===== config.mk =====
export PLATFORM = sky130hd
export DESIGN_NAME = fat_directory_entry_scanner
export DESIGN_NICKNAME = d
export VERILOG_FILES = /design/src/hw/rtl/fds_pkg.sv /design/src/hw/rtl/fds_cfg.sv /design/src/hw/rtl/fds_front.sv /design/src/hw/rtl/fds_queue.sv /design/src/hw/rtl/fds_back.sv /design/src/hw/rtl/fat_directory_entry_scanner.sv
export SDC_FILE = /design/constraint.sdc
export NUM_CORES = 2
export LEC_CHECK = 0
export BUFFER_PORTS_ARGS = -buffer_cell sky130_fd_sc_hd__buf_2
export CELL_PAD_IN_SITES_DETAIL_PLACEMENT = 0
export CELL_PAD_IN_SITES_GLOBAL_PLACEMENT = 1
export CORE_AREA = 5 5 335 337
export CTS_CLUSTER_SIZE = 12
export DETAILED_ROUTE_END_ITERATION = 10
export DIE_AREA = 0 0 340 342
export GPL_ROUTABILITY_DRIVEN = 0
export GPL_TIMING_DRIVEN = 1
export PLACE_DENSITY = 0.73
export SYNTH_ARGS = -nofsm -noshare
export SYNTH_HDL_FRONTEND = slang
export SYNTH_SLANG_ARGS = --single-unit

===== constraint.sdc =====
create_clock -name clk -period 8.6 [get_ports clk]
set_input_delay 0.43 -clock clk [delete_from_list [all_inputs] [get_ports clk]]
set_output_delay 0.43 -clock clk [all_outputs]
set_load 0.05 [all_outputs]

===== src/hw/rtl/fds_pkg.sv =====
// Shared types, constants and register codes of the directory entry scanner.
`default_nettype none

package fds_pkg;

  // Sector geometry and the kept-entry ordinal limit
  localparam int SECTOR_LENGTH = 512;
  localparam int ENTRY_BYTES   = 32;
  localparam logic [4:0] COUNT_LIMIT =
    5'((SECTOR_LENGTH / ENTRY_BYTES > 31) ? 31 : SECTOR_LENGTH / ENTRY_BYTES);

  // Configuration port
  localparam int CFG_DATA_W = 16;
  localparam int CFG_IDX_W  = 3;

  localparam logic [CFG_IDX_W-1:0] REG_RESERVED        = 3'd0;
  localparam logic [CFG_IDX_W-1:0] REG_COPIES          = 3'd1;
  localparam logic [CFG_IDX_W-1:0] REG_TABLE_SIZE      = 3'd2;
  localparam logic [CFG_IDX_W-1:0] REG_ROOT_ENTRIES    = 3'd3;
  localparam logic [CFG_IDX_W-1:0] REG_SECTOR_BYTES    = 3'd4;
  localparam logic [CFG_IDX_W-1:0] REG_CLUSTER_SECTORS = 3'd5;

  // Register reset values and the data-region start they give
  localparam logic [15:0] RESERVED_RESET        = 16'd1;
  localparam logic [7:0]  COPIES_RESET          = 8'd2;
  localparam logic [15:0] TABLE_SIZE_RESET      = 16'd9;
  localparam logic [15:0] ROOT_ENTRIES_RESET    = 16'd224;
  localparam logic [12:0] SECTOR_BYTES_RESET    = 13'd512;
  localparam logic [7:0]  CLUSTER_SECTORS_RESET = 8'd1;
  localparam logic [31:0] DATA_START_RESET      = 32'(1 + 2 * 9 + (224 * 32) / 512);

  // Entry byte markers
  localparam logic [7:0] DOT_MARK     = 8'h2E;
  localparam logic [7:0] DELETED_MARK = 8'hE5;
  localparam logic [7:0] END_MARK     = 8'h00;
  localparam logic [7:0] LFN_ATTR     = 8'h0F;
  localparam int         DIR_BIT      = 4;

  // Byte offsets inside one entry
  localparam logic [4:0] OFF_NAME0   = 5'd0;
  localparam logic [4:0] OFF_ATTR    = 5'd11;
  localparam logic [4:0] OFF_TIME_LO = 5'd22;
  localparam logic [4:0] OFF_TIME_HI = 5'd23;
  localparam logic [4:0] OFF_DATE_LO = 5'd24;
  localparam logic [4:0] OFF_DATE_HI = 5'd25;
  localparam logic [4:0] OFF_CLUS_LO = 5'd26;
  localparam logic [4:0] OFF_CLUS_HI = 5'd27;
  localparam logic [4:0] OFF_SIZE_0  = 5'd28;
  localparam logic [4:0] OFF_SIZE_1  = 5'd29;
  localparam logic [4:0] OFF_SIZE_2  = 5'd30;
  localparam logic [4:0] OFF_LAST    = 5'd31;

  localparam logic [11:0] YEAR_BASE = 12'd1980;

  // Queue between front and back
  localparam int QUEUE_DEPTH = 4;
  localparam int QPTR_W      = $clog2(QUEUE_DEPTH);
  localparam int QCNT_W      = QPTR_W + 1;

  // Raw fields of one kept entry
  typedef struct packed {
    logic [4:0]  entry_number;
    logic [7:0]  attributes;
    logic [15:0] cluster;
    logic [31:0] size;
    logic [15:0] mod_time;
    logic [15:0] mod_date;
  } rec_t;

  // Unpacked result word
  typedef struct packed {
    logic [4:0]  entry_number;
    logic [7:0]  attributes;
    logic        is_directory;
    logic [15:0] first_cluster;
    logic [31:0] first_sector;
    logic [31:0] file_size;
    logic [11:0] modified_year;
    logic [3:0]  modified_month;
    logic [4:0]  modified_day;
    logic [4:0]  modified_hour;
    logic [5:0]  modified_minute;
    logic [5:0]  modified_second;
  } res_t;

endpackage

`default_nettype wire


===== src/hw/rtl/fds_cfg.sv =====
// Boot-parameter registers and the multi-cycle data-region start calculation.
`default_nettype none

module fds_cfg (
  input  wire logic                          clk,
  input  wire logic                          rst_n,
  input  wire logic                          cfg_we,
  input  wire logic [fds_pkg::CFG_IDX_W-1:0] cfg_index,
  input  wire logic [fds_pkg::CFG_DATA_W-1:0] cfg_data,
  output logic                               busy,
  output logic [7:0]                         cluster_sectors,
  output logic [31:0]                        data_start
);
  import fds_pkg::*;

  localparam int NUM_W  = 21;
  localparam int STEP_W = 5;

  localparam logic [1:0] ST_IDLE = 2'd0;
  localparam logic [1:0] ST_LOAD = 2'd1;
  localparam logic [1:0] ST_DIV  = 2'd2;
  localparam logic [1:0] ST_SUM  = 2'd3;

  logic [15:0] rsc_r, rsc_nxt;
  logic [7:0]  copies_r, copies_nxt;
  logic [15:0] tsize_r, tsize_nxt;
  logic [15:0] root_r, root_nxt;
  logic [12:0] sbytes_r, sbytes_nxt;
  logic [7:0]  csec_r, csec_nxt;
  logic        hit;

  logic [1:0]        state_r, state_nxt;
  logic [NUM_W-1:0]  num_r, num_nxt;
  logic [12:0]       rem_r, rem_nxt;
  logic [STEP_W-1:0] step_r, step_nxt;
  logic [31:0]       ds_r, ds_nxt;

  logic [13:0] rem_sh;
  logic        ge;
  logic [23:0] table_prod;
  logic [NUM_W-1:0] quot;

  always_comb begin
    rsc_nxt    = rsc_r;
    copies_nxt = copies_r;
    tsize_nxt  = tsize_r;
    root_nxt   = root_r;
    sbytes_nxt = sbytes_r;
    csec_nxt   = csec_r;
    hit        = 1'b0;
    if (cfg_we) begin
      hit = 1'b1;
      case (cfg_index)
        REG_RESERVED:        rsc_nxt    = cfg_data;
        REG_COPIES:          copies_nxt = cfg_data[7:0];
        REG_TABLE_SIZE:      tsize_nxt  = cfg_data;
        REG_ROOT_ENTRIES:    root_nxt   = cfg_data;
        REG_SECTOR_BYTES:    sbytes_nxt = cfg_data[12:0];
        REG_CLUSTER_SECTORS: csec_nxt   = cfg_data[7:0];
        default:             hit        = 1'b0;
      endcase
    end
  end

  // One restoring-division step per cycle: root_entries*32 / sector_bytes
  assign rem_sh     = {rem_r, num_r[NUM_W-1]};
  assign ge         = rem_sh >= {1'b0, sbytes_r};
  assign table_prod = copies_r * tsize_r;
  assign quot       = (sbytes_r == 13'd0) ? '0 : num_r;

  always_comb begin
    state_nxt = state_r;
    num_nxt   = num_r;
    rem_nxt   = rem_r;
    step_nxt  = step_r;
    ds_nxt    = ds_r;
    case (state_r)
      ST_IDLE: ;
      ST_LOAD: begin
        num_nxt   = {root_r, 5'b0};
        rem_nxt   = '0;
        step_nxt  = '0;
        state_nxt = ST_DIV;
      end
      ST_DIV: begin
        rem_nxt  = ge ? 13'(rem_sh - {1'b0, sbytes_r}) : rem_sh[12:0];
        num_nxt  = {num_r[NUM_W-2:0], ge};
        step_nxt = step_r + 1'b1;
        if (step_r == STEP_W'(NUM_W - 1)) begin
          state_nxt = ST_SUM;
        end
      end
      ST_SUM: begin
        ds_nxt    = 32'(rsc_r) + 32'(table_prod) + 32'(quot);
        state_nxt = ST_IDLE;
      end
      default: state_nxt = ST_IDLE;
    endcase
    // A new write restarts the calculation from the fresh registers
    if (hit) begin
      state_nxt = ST_LOAD;
    end
  end

  always_ff @(posedge clk) begin
    if (!rst_n) begin
      rsc_r    <= RESERVED_RESET;
      copies_r <= COPIES_RESET;
      tsize_r  <= TABLE_SIZE_RESET;
      root_r   <= ROOT_ENTRIES_RESET;
      sbytes_r <= SECTOR_BYTES_RESET;
      csec_r   <= CLUSTER_SECTORS_RESET;
      state_r  <= ST_IDLE;
      ds_r     <= DATA_START_RESET;
    end else begin
      rsc_r    <= rsc_nxt;
      copies_r <= copies_nxt;
      tsize_r  <= tsize_nxt;
      root_r   <= root_nxt;
      sbytes_r <= sbytes_nxt;
      csec_r   <= csec_nxt;
      state_r  <= state_nxt;
      ds_r     <= ds_nxt;
    end
  end

  always_ff @(posedge clk) begin
    num_r  <= num_nxt;
    rem_r  <= rem_nxt;
    step_r <= step_nxt;
  end

  assign busy            = state_r != ST_IDLE;
  assign cluster_sectors = csec_r;
  assign data_start      = ds_r;

endmodule

`default_nettype wire


===== src/hw/rtl/fds_front.sv =====
// Byte capture and entry classification; pushes one record per kept entry.
`default_nettype none

module fds_front (
  input  wire logic        clk,
  input  wire logic        rst_n,
  input  wire logic        accept,
  input  wire logic [7:0]  data_byte,
  input  wire logic        sector_end,
  output logic             rec_push,
  output fds_pkg::rec_t    rec
);
  import fds_pkg::*;

  logic [4:0]  off_r, off_nxt;
  logic [4:0]  kept_r, kept_nxt;
  logic        stop_r, stop_nxt;
  logic        skip_r, skip_nxt;
  logic [4:0]  kept_inc;

  logic [7:0]  attr_r;
  logic [15:0] time_r;
  logic [15:0] date_r;
  logic [15:0] clus_r;
  logic [23:0] size_r;

  assign kept_inc = (kept_r < COUNT_LIMIT) ? kept_r + 5'd1 : kept_r;
  assign rec_push = accept && (off_r == OFF_LAST) && !stop_r && !skip_r;

  always_comb begin
    off_nxt  = off_r;
    kept_nxt = kept_r;
    stop_nxt = stop_r;
    skip_nxt = skip_r;
    if (accept) begin
      if (off_r == OFF_NAME0) begin
        skip_nxt = (data_byte == DOT_MARK) || (data_byte == DELETED_MARK);
        if (data_byte == END_MARK) begin
          stop_nxt = 1'b1;
        end
      end
      if ((off_r == OFF_ATTR) && (data_byte == LFN_ATTR)) begin
        skip_nxt = 1'b1;
      end
      if (rec_push) begin
        kept_nxt = kept_inc;
      end
      off_nxt = off_r + 5'd1;
      if (sector_end) begin
        off_nxt  = '0;
        kept_nxt = '0;
        stop_nxt = 1'b0;
        skip_nxt = 1'b0;
      end
    end
  end

  always_ff @(posedge clk) begin
    if (!rst_n) begin
      off_r  <= '0;
      kept_r <= '0;
      stop_r <= 1'b0;
      skip_r <= 1'b0;
    end else begin
      off_r  <= off_nxt;
      kept_r <= kept_nxt;
      stop_r <= stop_nxt;
      skip_r <= skip_nxt;
    end
  end

  // Every held field is rewritten inside each entry before its last byte
  always_ff @(posedge clk) begin
    if (accept) begin
      case (off_r)
        OFF_ATTR:    attr_r        <= data_byte;
        OFF_TIME_LO: time_r[7:0]   <= data_byte;
        OFF_TIME_HI: time_r[15:8]  <= data_byte;
        OFF_DATE_LO: date_r[7:0]   <= data_byte;
        OFF_DATE_HI: date_r[15:8]  <= data_byte;
        OFF_CLUS_LO: clus_r[7:0]   <= data_byte;
        OFF_CLUS_HI: clus_r[15:8]  <= data_byte;
        OFF_SIZE_0:  size_r[7:0]   <= data_byte;
        OFF_SIZE_1:  size_r[15:8]  <= data_byte;
        OFF_SIZE_2:  size_r[23:16] <= data_byte;
        default: ;
      endcase
    end
  end

  always_comb begin
    rec.entry_number = kept_inc;
    rec.attributes   = attr_r;
    rec.cluster      = clus_r;
    rec.size         = {data_byte, size_r};
    rec.mod_time     = time_r;
    rec.mod_date     = date_r;
  end

endmodule

`default_nettype wire


===== src/hw/rtl/fds_queue.sv =====
// Short record queue between the front and the back.
`default_nettype none

module fds_queue (
  input  wire logic          clk,
  input  wire logic          rst_n,
  input  wire logic          push,
  input  wire fds_pkg::rec_t rec_in,
  input  wire logic          pop,
  output fds_pkg::rec_t      rec_out,
  output logic               full,
  output logic               empty
);
  import fds_pkg::*;

  rec_t              slot_r [QUEUE_DEPTH];
  logic [QPTR_W-1:0] wr_r, rd_r;
  logic [QCNT_W-1:0] cnt_r, cnt_nxt;
  logic              do_push, do_pop;

  assign full    = cnt_r == QCNT_W'(QUEUE_DEPTH);
  assign empty   = cnt_r == '0;
  assign do_push = push && !full;
  assign do_pop  = pop && !empty;
  assign rec_out = slot_r[rd_r];

  always_comb begin
    cnt_nxt = cnt_r;
    if (do_push && !do_pop) begin
      cnt_nxt = cnt_r + 1'b1;
    end else if (do_pop && !do_push) begin
      cnt_nxt = cnt_r - 1'b1;
    end
  end

  always_ff @(posedge clk) begin
    if (!rst_n) begin
      wr_r  <= '0;
      rd_r  <= '0;
      cnt_r <= '0;
    end else begin
      cnt_r <= cnt_nxt;
      if (do_push) begin
        wr_r <= wr_r + 1'b1;
      end
      if (do_pop) begin
        rd_r <= rd_r + 1'b1;
      end
    end
  end

  always_ff @(posedge clk) begin
    if (do_push) begin
      slot_r[wr_r] <= rec_in;
    end
  end

  a_cnt_bound: assert property (@(posedge clk) disable iff (!rst_n)
    cnt_r <= QCNT_W'(QUEUE_DEPTH))
    else $error("queue count beyond depth");

  a_no_push_full: assert property (@(posedge clk) disable iff (!rst_n)
    !(push && full))
    else $error("record pushed into a full queue");

  a_no_pop_empty: assert property (@(posedge clk) disable iff (!rst_n)
    !(pop && empty))
    else $error("record popped from an empty queue");

  a_ptr_track: assert property (@(posedge clk) disable iff (!rst_n)
    (do_push && !do_pop) |=> (wr_r - rd_r) == QPTR_W'($past(cnt_r) + 1'b1))
    else $error("queue pointers disagree with count");

endmodule

`default_nettype wire


===== src/hw/rtl/fds_back.sv =====
// Result stage: first-sector multiply, date and time unpacking, output register.
`default_nettype none

module fds_back (
  input  wire logic          clk,
  input  wire logic          rst_n,
  input  wire logic          q_empty,
  input  wire fds_pkg::rec_t q_rec,
  output logic               q_pop,
  input  wire logic [7:0]    cluster_sectors,
  input  wire logic [31:0]   data_start,
  output logic               res_valid,
  input  wire logic          res_pop,
  output fds_pkg::res_t      res
);
  import fds_pkg::*;

  logic               a_v_r, a_v_nxt;
  rec_t               a_rec_r;
  logic signed [25:0] a_prod_r, a_prod_nxt;
  logic signed [16:0] cdiff;

  logic o_v_r, o_v_nxt;
  res_t o_res_r, o_res_nxt;

  logic o_load, a_take;

  assign o_load = a_v_r && (!o_v_r || res_pop);
  assign a_take = !a_v_r || o_load;
  assign q_pop  = !q_empty && a_take;

  // Cluster minus two may go negative; the signed product wraps like 32-bit math
  assign cdiff      = $signed(17'({1'b0, q_rec.cluster}) - 17'd2);
  assign a_prod_nxt = cdiff * $signed({1'b0, cluster_sectors});

  assign a_v_nxt = a_take ? q_pop : a_v_r;
  assign o_v_nxt = o_load ? 1'b1 : (res_pop ? 1'b0 : o_v_r);

  always_comb begin
    o_res_nxt.entry_number    = a_rec_r.entry_number;
    o_res_nxt.attributes      = a_rec_r.attributes;
    o_res_nxt.is_directory    = a_rec_r.attributes[DIR_BIT];
    o_res_nxt.first_cluster   = a_rec_r.cluster;
    o_res_nxt.first_sector    = {{6{a_prod_r[25]}}, a_prod_r} + data_start;
    o_res_nxt.file_size       = a_rec_r.size;
    o_res_nxt.modified_year   = 12'(a_rec_r.mod_date[15:9]) + YEAR_BASE;
    o_res_nxt.modified_month  = a_rec_r.mod_date[8:5];
    o_res_nxt.modified_day    = a_rec_r.mod_date[4:0];
    o_res_nxt.modified_hour   = a_rec_r.mod_time[15:11];
    o_res_nxt.modified_minute = a_rec_r.mod_time[10:5];
    o_res_nxt.modified_second = {a_rec_r.mod_time[4:0], 1'b0};
  end

  always_ff @(posedge clk) begin
    if (!rst_n) begin
      a_v_r <= 1'b0;
      o_v_r <= 1'b0;
    end else begin
      a_v_r <= a_v_nxt;
      o_v_r <= o_v_nxt;
    end
  end

  always_ff @(posedge clk) begin
    if (q_pop) begin
      a_rec_r  <= q_rec;
      a_prod_r <= a_prod_nxt;
    end
    if (o_load) begin
      o_res_r <= o_res_nxt;
    end
  end

  assign res_valid = o_v_r;
  assign res       = o_res_r;

endmodule

`default_nettype wire


===== src/hw/rtl/fat_directory_entry_scanner.sv =====
// Top level of the directory entry scanner: front, record queue, back and config unit.
`default_nettype none

// Throughput: one byte per cycle; outside register writes, in_full rises only when
// the record queue is full.
// A kept entry's word reaches the out_ ports through the record queue, the product
// register and the result register, when the result register is free.
// A register write recomputes the data-region start in a load step, one divide
// bit per cycle and a sum step; in_full stays high until the new value is registered.
// Reset (rst_n low, synchronous) restores the boot defaults, data start 33,
// and empties the queue and the result register.
module fat_directory_entry_scanner (
  input  wire logic                           clk,
  input  wire logic                           rst_n,
  // input queue side
  input  wire logic                           in_push,
  output logic                                in_full,
  input  wire logic [7:0]                     in_data_byte,
  input  wire logic                           in_sector_end,
  // result queue side
  output logic                                out_empty,
  input  wire logic                           out_pop,
  output logic [4:0]                          out_entry_number,
  output logic [7:0]                          out_attributes,
  output logic                                out_is_directory,
  output logic [15:0]                         out_first_cluster,
  output logic [31:0]                         out_first_sector,
  output logic [31:0]                         out_file_size,
  output logic [11:0]                         out_modified_year,
  output logic [3:0]                          out_modified_month,
  output logic [4:0]                          out_modified_day,
  output logic [4:0]                          out_modified_hour,
  output logic [5:0]                          out_modified_minute,
  output logic [5:0]                          out_modified_second,
  // configuration write port
  input  wire logic                           cfg_we,
  input  wire logic [fds_pkg::CFG_IDX_W-1:0]  cfg_index,
  input  wire logic [fds_pkg::CFG_DATA_W-1:0] cfg_data
);
  import fds_pkg::*;

  logic        accept;
  logic        rec_push;
  rec_t        rec_front;
  rec_t        rec_q;
  logic        q_full, q_empty, q_pop;
  logic        cfg_busy;
  logic [7:0]  cluster_sectors;
  logic [31:0] data_start;
  logic        res_valid;
  res_t        res;

  // Hold off bytes while the queue is full, a register is written or the data start is being rebuilt
  assign in_full = q_full || cfg_busy || cfg_we;
  assign accept  = in_push && !in_full;

  fds_cfg u_cfg (
    .clk             (clk),
    .rst_n           (rst_n),
    .cfg_we          (cfg_we),
    .cfg_index       (cfg_index),
    .cfg_data        (cfg_data),
    .busy            (cfg_busy),
    .cluster_sectors (cluster_sectors),
    .data_start      (data_start)
  );

  // Front: track byte offset, classify the entry, latch fields
  fds_front u_front (
    .clk        (clk),
    .rst_n      (rst_n),
    .accept     (accept),
    .data_byte  (in_data_byte),
    .sector_end (in_sector_end),
    .rec_push   (rec_push),
    .rec        (rec_front)
  );

  // Decouple the byte stream from result back-pressure
  fds_queue u_queue (
    .clk     (clk),
    .rst_n   (rst_n),
    .push    (rec_push),
    .rec_in  (rec_front),
    .pop     (q_pop),
    .rec_out (rec_q),
    .full    (q_full),
    .empty   (q_empty)
  );

  // Back: multiply for first sector, add data start, unpack, register
  fds_back u_back (
    .clk             (clk),
    .rst_n           (rst_n),
    .q_empty         (q_empty),
    .q_rec           (rec_q),
    .q_pop           (q_pop),
    .cluster_sectors (cluster_sectors),
    .data_start      (data_start),
    .res_valid       (res_valid),
    .res_pop         (out_pop),
    .res             (res)
  );

  assign out_empty           = !res_valid;
  assign out_entry_number    = res.entry_number;
  assign out_attributes      = res.attributes;
  assign out_is_directory    = res.is_directory;
  assign out_first_cluster   = res.first_cluster;
  assign out_first_sector    = res.first_sector;
  assign out_file_size       = res.file_size;
  assign out_modified_year   = res.modified_year;
  assign out_modified_month  = res.modified_month;
  assign out_modified_day    = res.modified_day;
  assign out_modified_hour   = res.modified_hour;
  assign out_modified_minute = res.modified_minute;
  assign out_modified_second = res.modified_second;

endmodule

`default_nettype wire

==> summary.txt <==
Run status
  – Outcome: finished, final reports clean

CTS
  – Clock root buffer: clkbuf_16
  – Clock transition at the registers of the reported paths: 60 ps
  – H-tree lvl count: 3
  – Clk sinks: 868
  – CTS tree: built
  – Post-cts sizing count: 0
  – CTS buffer count: 93
  – Clk_lat worst skew: 670 ps
  – Hold Buf Count CTS: 0
  – Setup repair bufs after CTS: 0
  – Max clock buf depth: 3

Die
  – Core Region: 108,600 µm²
  – Initial Util: 39.70%
  – Chip width: 340 µm
  – Die area: 116,300 µm²
  – FP Rows: 121
  – Die span in y: 342 µm
  – Number of I/O pins: 167

Worst setup path
  – CP Capture Type: flip-flop
  – Reg2Reg Depth: 23
  – Startpoint Class: flip-flop
  – Setup CP Type: reg -> reg
  – WP data arrival: 7910 ps
  – Critical-path maximum fanout: 13
  – WP data required: 9010 ps

Route
  – Final WL: 96.76 mm
  – DRC viols: 0
  – Vias per Instance: 5.021
  – Via count: 24,390
  – Per-cell routed wire length: 19.92 µm
  – Routed Antenna Nets: 0
  – TritonRoute pass-1 iters: 7
  – Drt initial violations: 1,682

Min path
  – Worst Hold Depth: 3
  – Hold WC Path Type: in -> reg

Synth
  – Avg Inst Size Synth: 13.51 µm²
  – Yosys reg bits: 868
  – Number of synthesized flops with an enable pin: 740
  – Main synth FF type: edfxtp_1
  – Synthesis warning total: 0
  – Post-synth top area share: 51.56%
  – Mapped Cells: 3,189
  – Register area share after synthesis: 57.51%
  – Syn Nets: 3,617
  – Area contributors post-synth: edfxtp_1 52%, fa_1 9.8%, dfxtp_1 5.9%
  – Yosys cell types: 77
  – Post-synth ARST share: 0%
  – Cell accounting for the most synthesized area: edfxtp_1
  – Synth Cell Area: 43,100 µm²

Final layout
  – Util after Layout: 44.75%
  – Share of layout cells above drive strength 1: 13.63%
  – Reg area: 24,790 µm²
  – Final nets: 3,808
  – Fillers: 9,749
  – Layout area overhead: 12.72%
  – Footprint of the multi-input gates: 16,590 µm²

STA
  – Minimum clock period: 7496 ps
  – Finish-stage setup viols: 0
  – Fmax: 133.4 MHz
  – Fin. Hold Viols: 0
  – Worst hold slack: 71.04 ps
  – Final period util: 87.16%
  – Rel. slew slack: 23.65%
  – Slew Limit Fails: 0
  – Worst Skew: 25.43 ps
  – Worst Tran Pin Value: 1143 ps
  – Unrepaired setup endpoints after global routing: false
  – Final TNS setup: 0 ps

Global routing
  – Pin count of the biggest net entering global routing: 82
  – First-pass GRT wire length: 149.8 mm
  – Gr ovfl total: 0
  – Met3 Usage GRT: 3.177%
  – GRT busiest layer: met2
  – Met1 Usage GRT: 22.50%
  – Met2 usage: 27.53%
  – Vias in the first global route: 25,290
  – Antenna violations before repair: 9
  – Tot GR Track Use: 16.56%

Place
  – Port bufs: 165
  – Post-DP HPWL: 65.13 mm

Pwr
  – Worst vdd ir: 0.2540 mV
  – Leak pwr: 0.01865 µW
  – Pwr/cell area: 265.5 nW/µm²

Job
  – Max_cap viols: 0
-- logic make-up after synthesis --
kind of cell	share of synthesized area, %
xor gates and xnor gates	2.450
AOI/OAI and AO/OA	5.522
other	0.008702
buffers and inverters	4.178
DFF	57.51
adders and majority gates	15.16
and+or+nand+nor	9.349
muxes	5.821
-- per-stage QoR --
stage               instances  cell area, µm²  total power, µW  worst slack (ps)
finish                   4857           48580            12900              1104
floorplan                3189           43100             8241             432.9
CTS                      4855           48570            13080              1025
detailed placement       4699           45630             9181              1009
global placement         4699           45630             9165              1048
global route             4855           48570            13530             458.8
-- final cells by class --
class / instances / share of cell area [%]
sequential: 868 / 51.04
clock inverter: 28 / 0.6697
inverter: 374 / 2.893
multi-input combinational: 1846 / 34.15
clock buffer: 128 / 5.381
timing repair buffer: 197 / 2.220
antenna: 2 / 0.01030
tap: 1414 / 3.642
-- power breakdown --
group	switching (µW)	internal [µW]	leakage, µW
combinational	2300	984	0.00934
clock	1630	2220	0.00142
sequential	302	5460	0.00789
-- cells in the mapped netlist, types with 5 or more instances --
cell type,number
a21o_1,37
o21ai_0,51
a211oi_1,19
edfxtp_1,740
and3_1,10
o31ai_1,5
nand2b_1,33
a41oi_1,6
o21bai_1,15
buf_1,13
nand2_1,319
or3_1,7
inv_1,369
a31oi_1,6
o21a_1,14
a21oi_1,157
a2111oi_0,5
clkbuf_1,83
mux4_2,93
nand3_1,40
fa_1,212
a21boi_0,8
nor3_1,32
nor2b_1,60
a311oi_1,5
nor2_1,126
mux2_2,19
dfxtp_1,128
mux2i_1,20
xor2_1,31
ha_1,183
and2_1,152
nand4_1,11
xnor2_1,84
a211o_1,7
nor4_1,13
-- sequential cells by signal, indices dropped and copies added (netlist names), 8 cells and up, named ones only --
name / cells
u_cfg.num_r: 21
u_queue.slot_r: 372
u_cfg.data_start: 26
u_cfg.rsc_r: 16
u_front.time_r: 16
u_back.a_rec_r: 93
u_front.size_r: 24
u_cfg.rem_r: 13
u_cfg.copies_r: 8
u_front.date_r: 16
u_cfg.tsize_r: 16
u_cfg.cluster_sectors: 8
u_cfg.root_r: 16
u_back.res: 130
u_front.clus_r: 16
u_cfg.sbytes_r: 13
u_front.attr_r: 8
u_back.a_prod_r: 26
-- worst max-delay path: stages, from the launching register on --
cell	delay [ps]
dfxtp_4	510
mux4_2	590
nor3_1	270
nand3_1	120
or2_1	330
nor2_1	150
xor2_1	420
nand2_1	150
fa_1	580
inv_1	60
fa_1	470
fa_1	490
inv_1	50
fa_1	530
inv_1	50
ha_1	330
a211o_1	330
or2_2	320
a31oi_2	270
o31ai_1	160
or4_1	450
a311oi_1	350
a21oi_1	140
xnor2_1	140
-- worst paths after layout --
check / from / endpoint / slack (ps)
worst min register to register: u_back.a_rec_r[21]$_DFFE_PP_ / u_back.res[6]$_DFFE_PP_ / 410
worst max-delay path: flip-flop / u_back.a_prod_r[25]$_DFFE_PP_ / 1100
worst min-delay path: cfg_data[13] / u_cfg.rsc_r[13]$_SDFFE_PN0P_ / 70
worst max register to register: flip-flop / u_back.a_prod_r[25]$_DFFE_PP_ / 1100
-- layer usage --
layer,vias to the layer above,part of all wire (%)
met2,546,47
met5,-,0.031
met3,140,5.7
li1,11520,-
met4,4,2.5
met1,12180,45
-- layout by cell type (no fill, tap or decap), types with 20 or more instances in the layout --
cell type  instances
fa_1             212
and2_1           148
clkbuf_16         97
mux2i_1           20
mux4_2            93
nand2_1          319
xor2_1            31
inv_1            369
nor3_1            32
xnor2_1           84
ha_1             183
nor2b_1           59
buf_2            165
dfxtp_1          126
a21o_1            37
buf_4             31
edfxtp_1         740
o21ai_0           51
clkbuf_1          24
nand3_1           40
a21oi_1          156
nor2_1           125
nand2b_1          33
(Power assumes the default switching activity.)
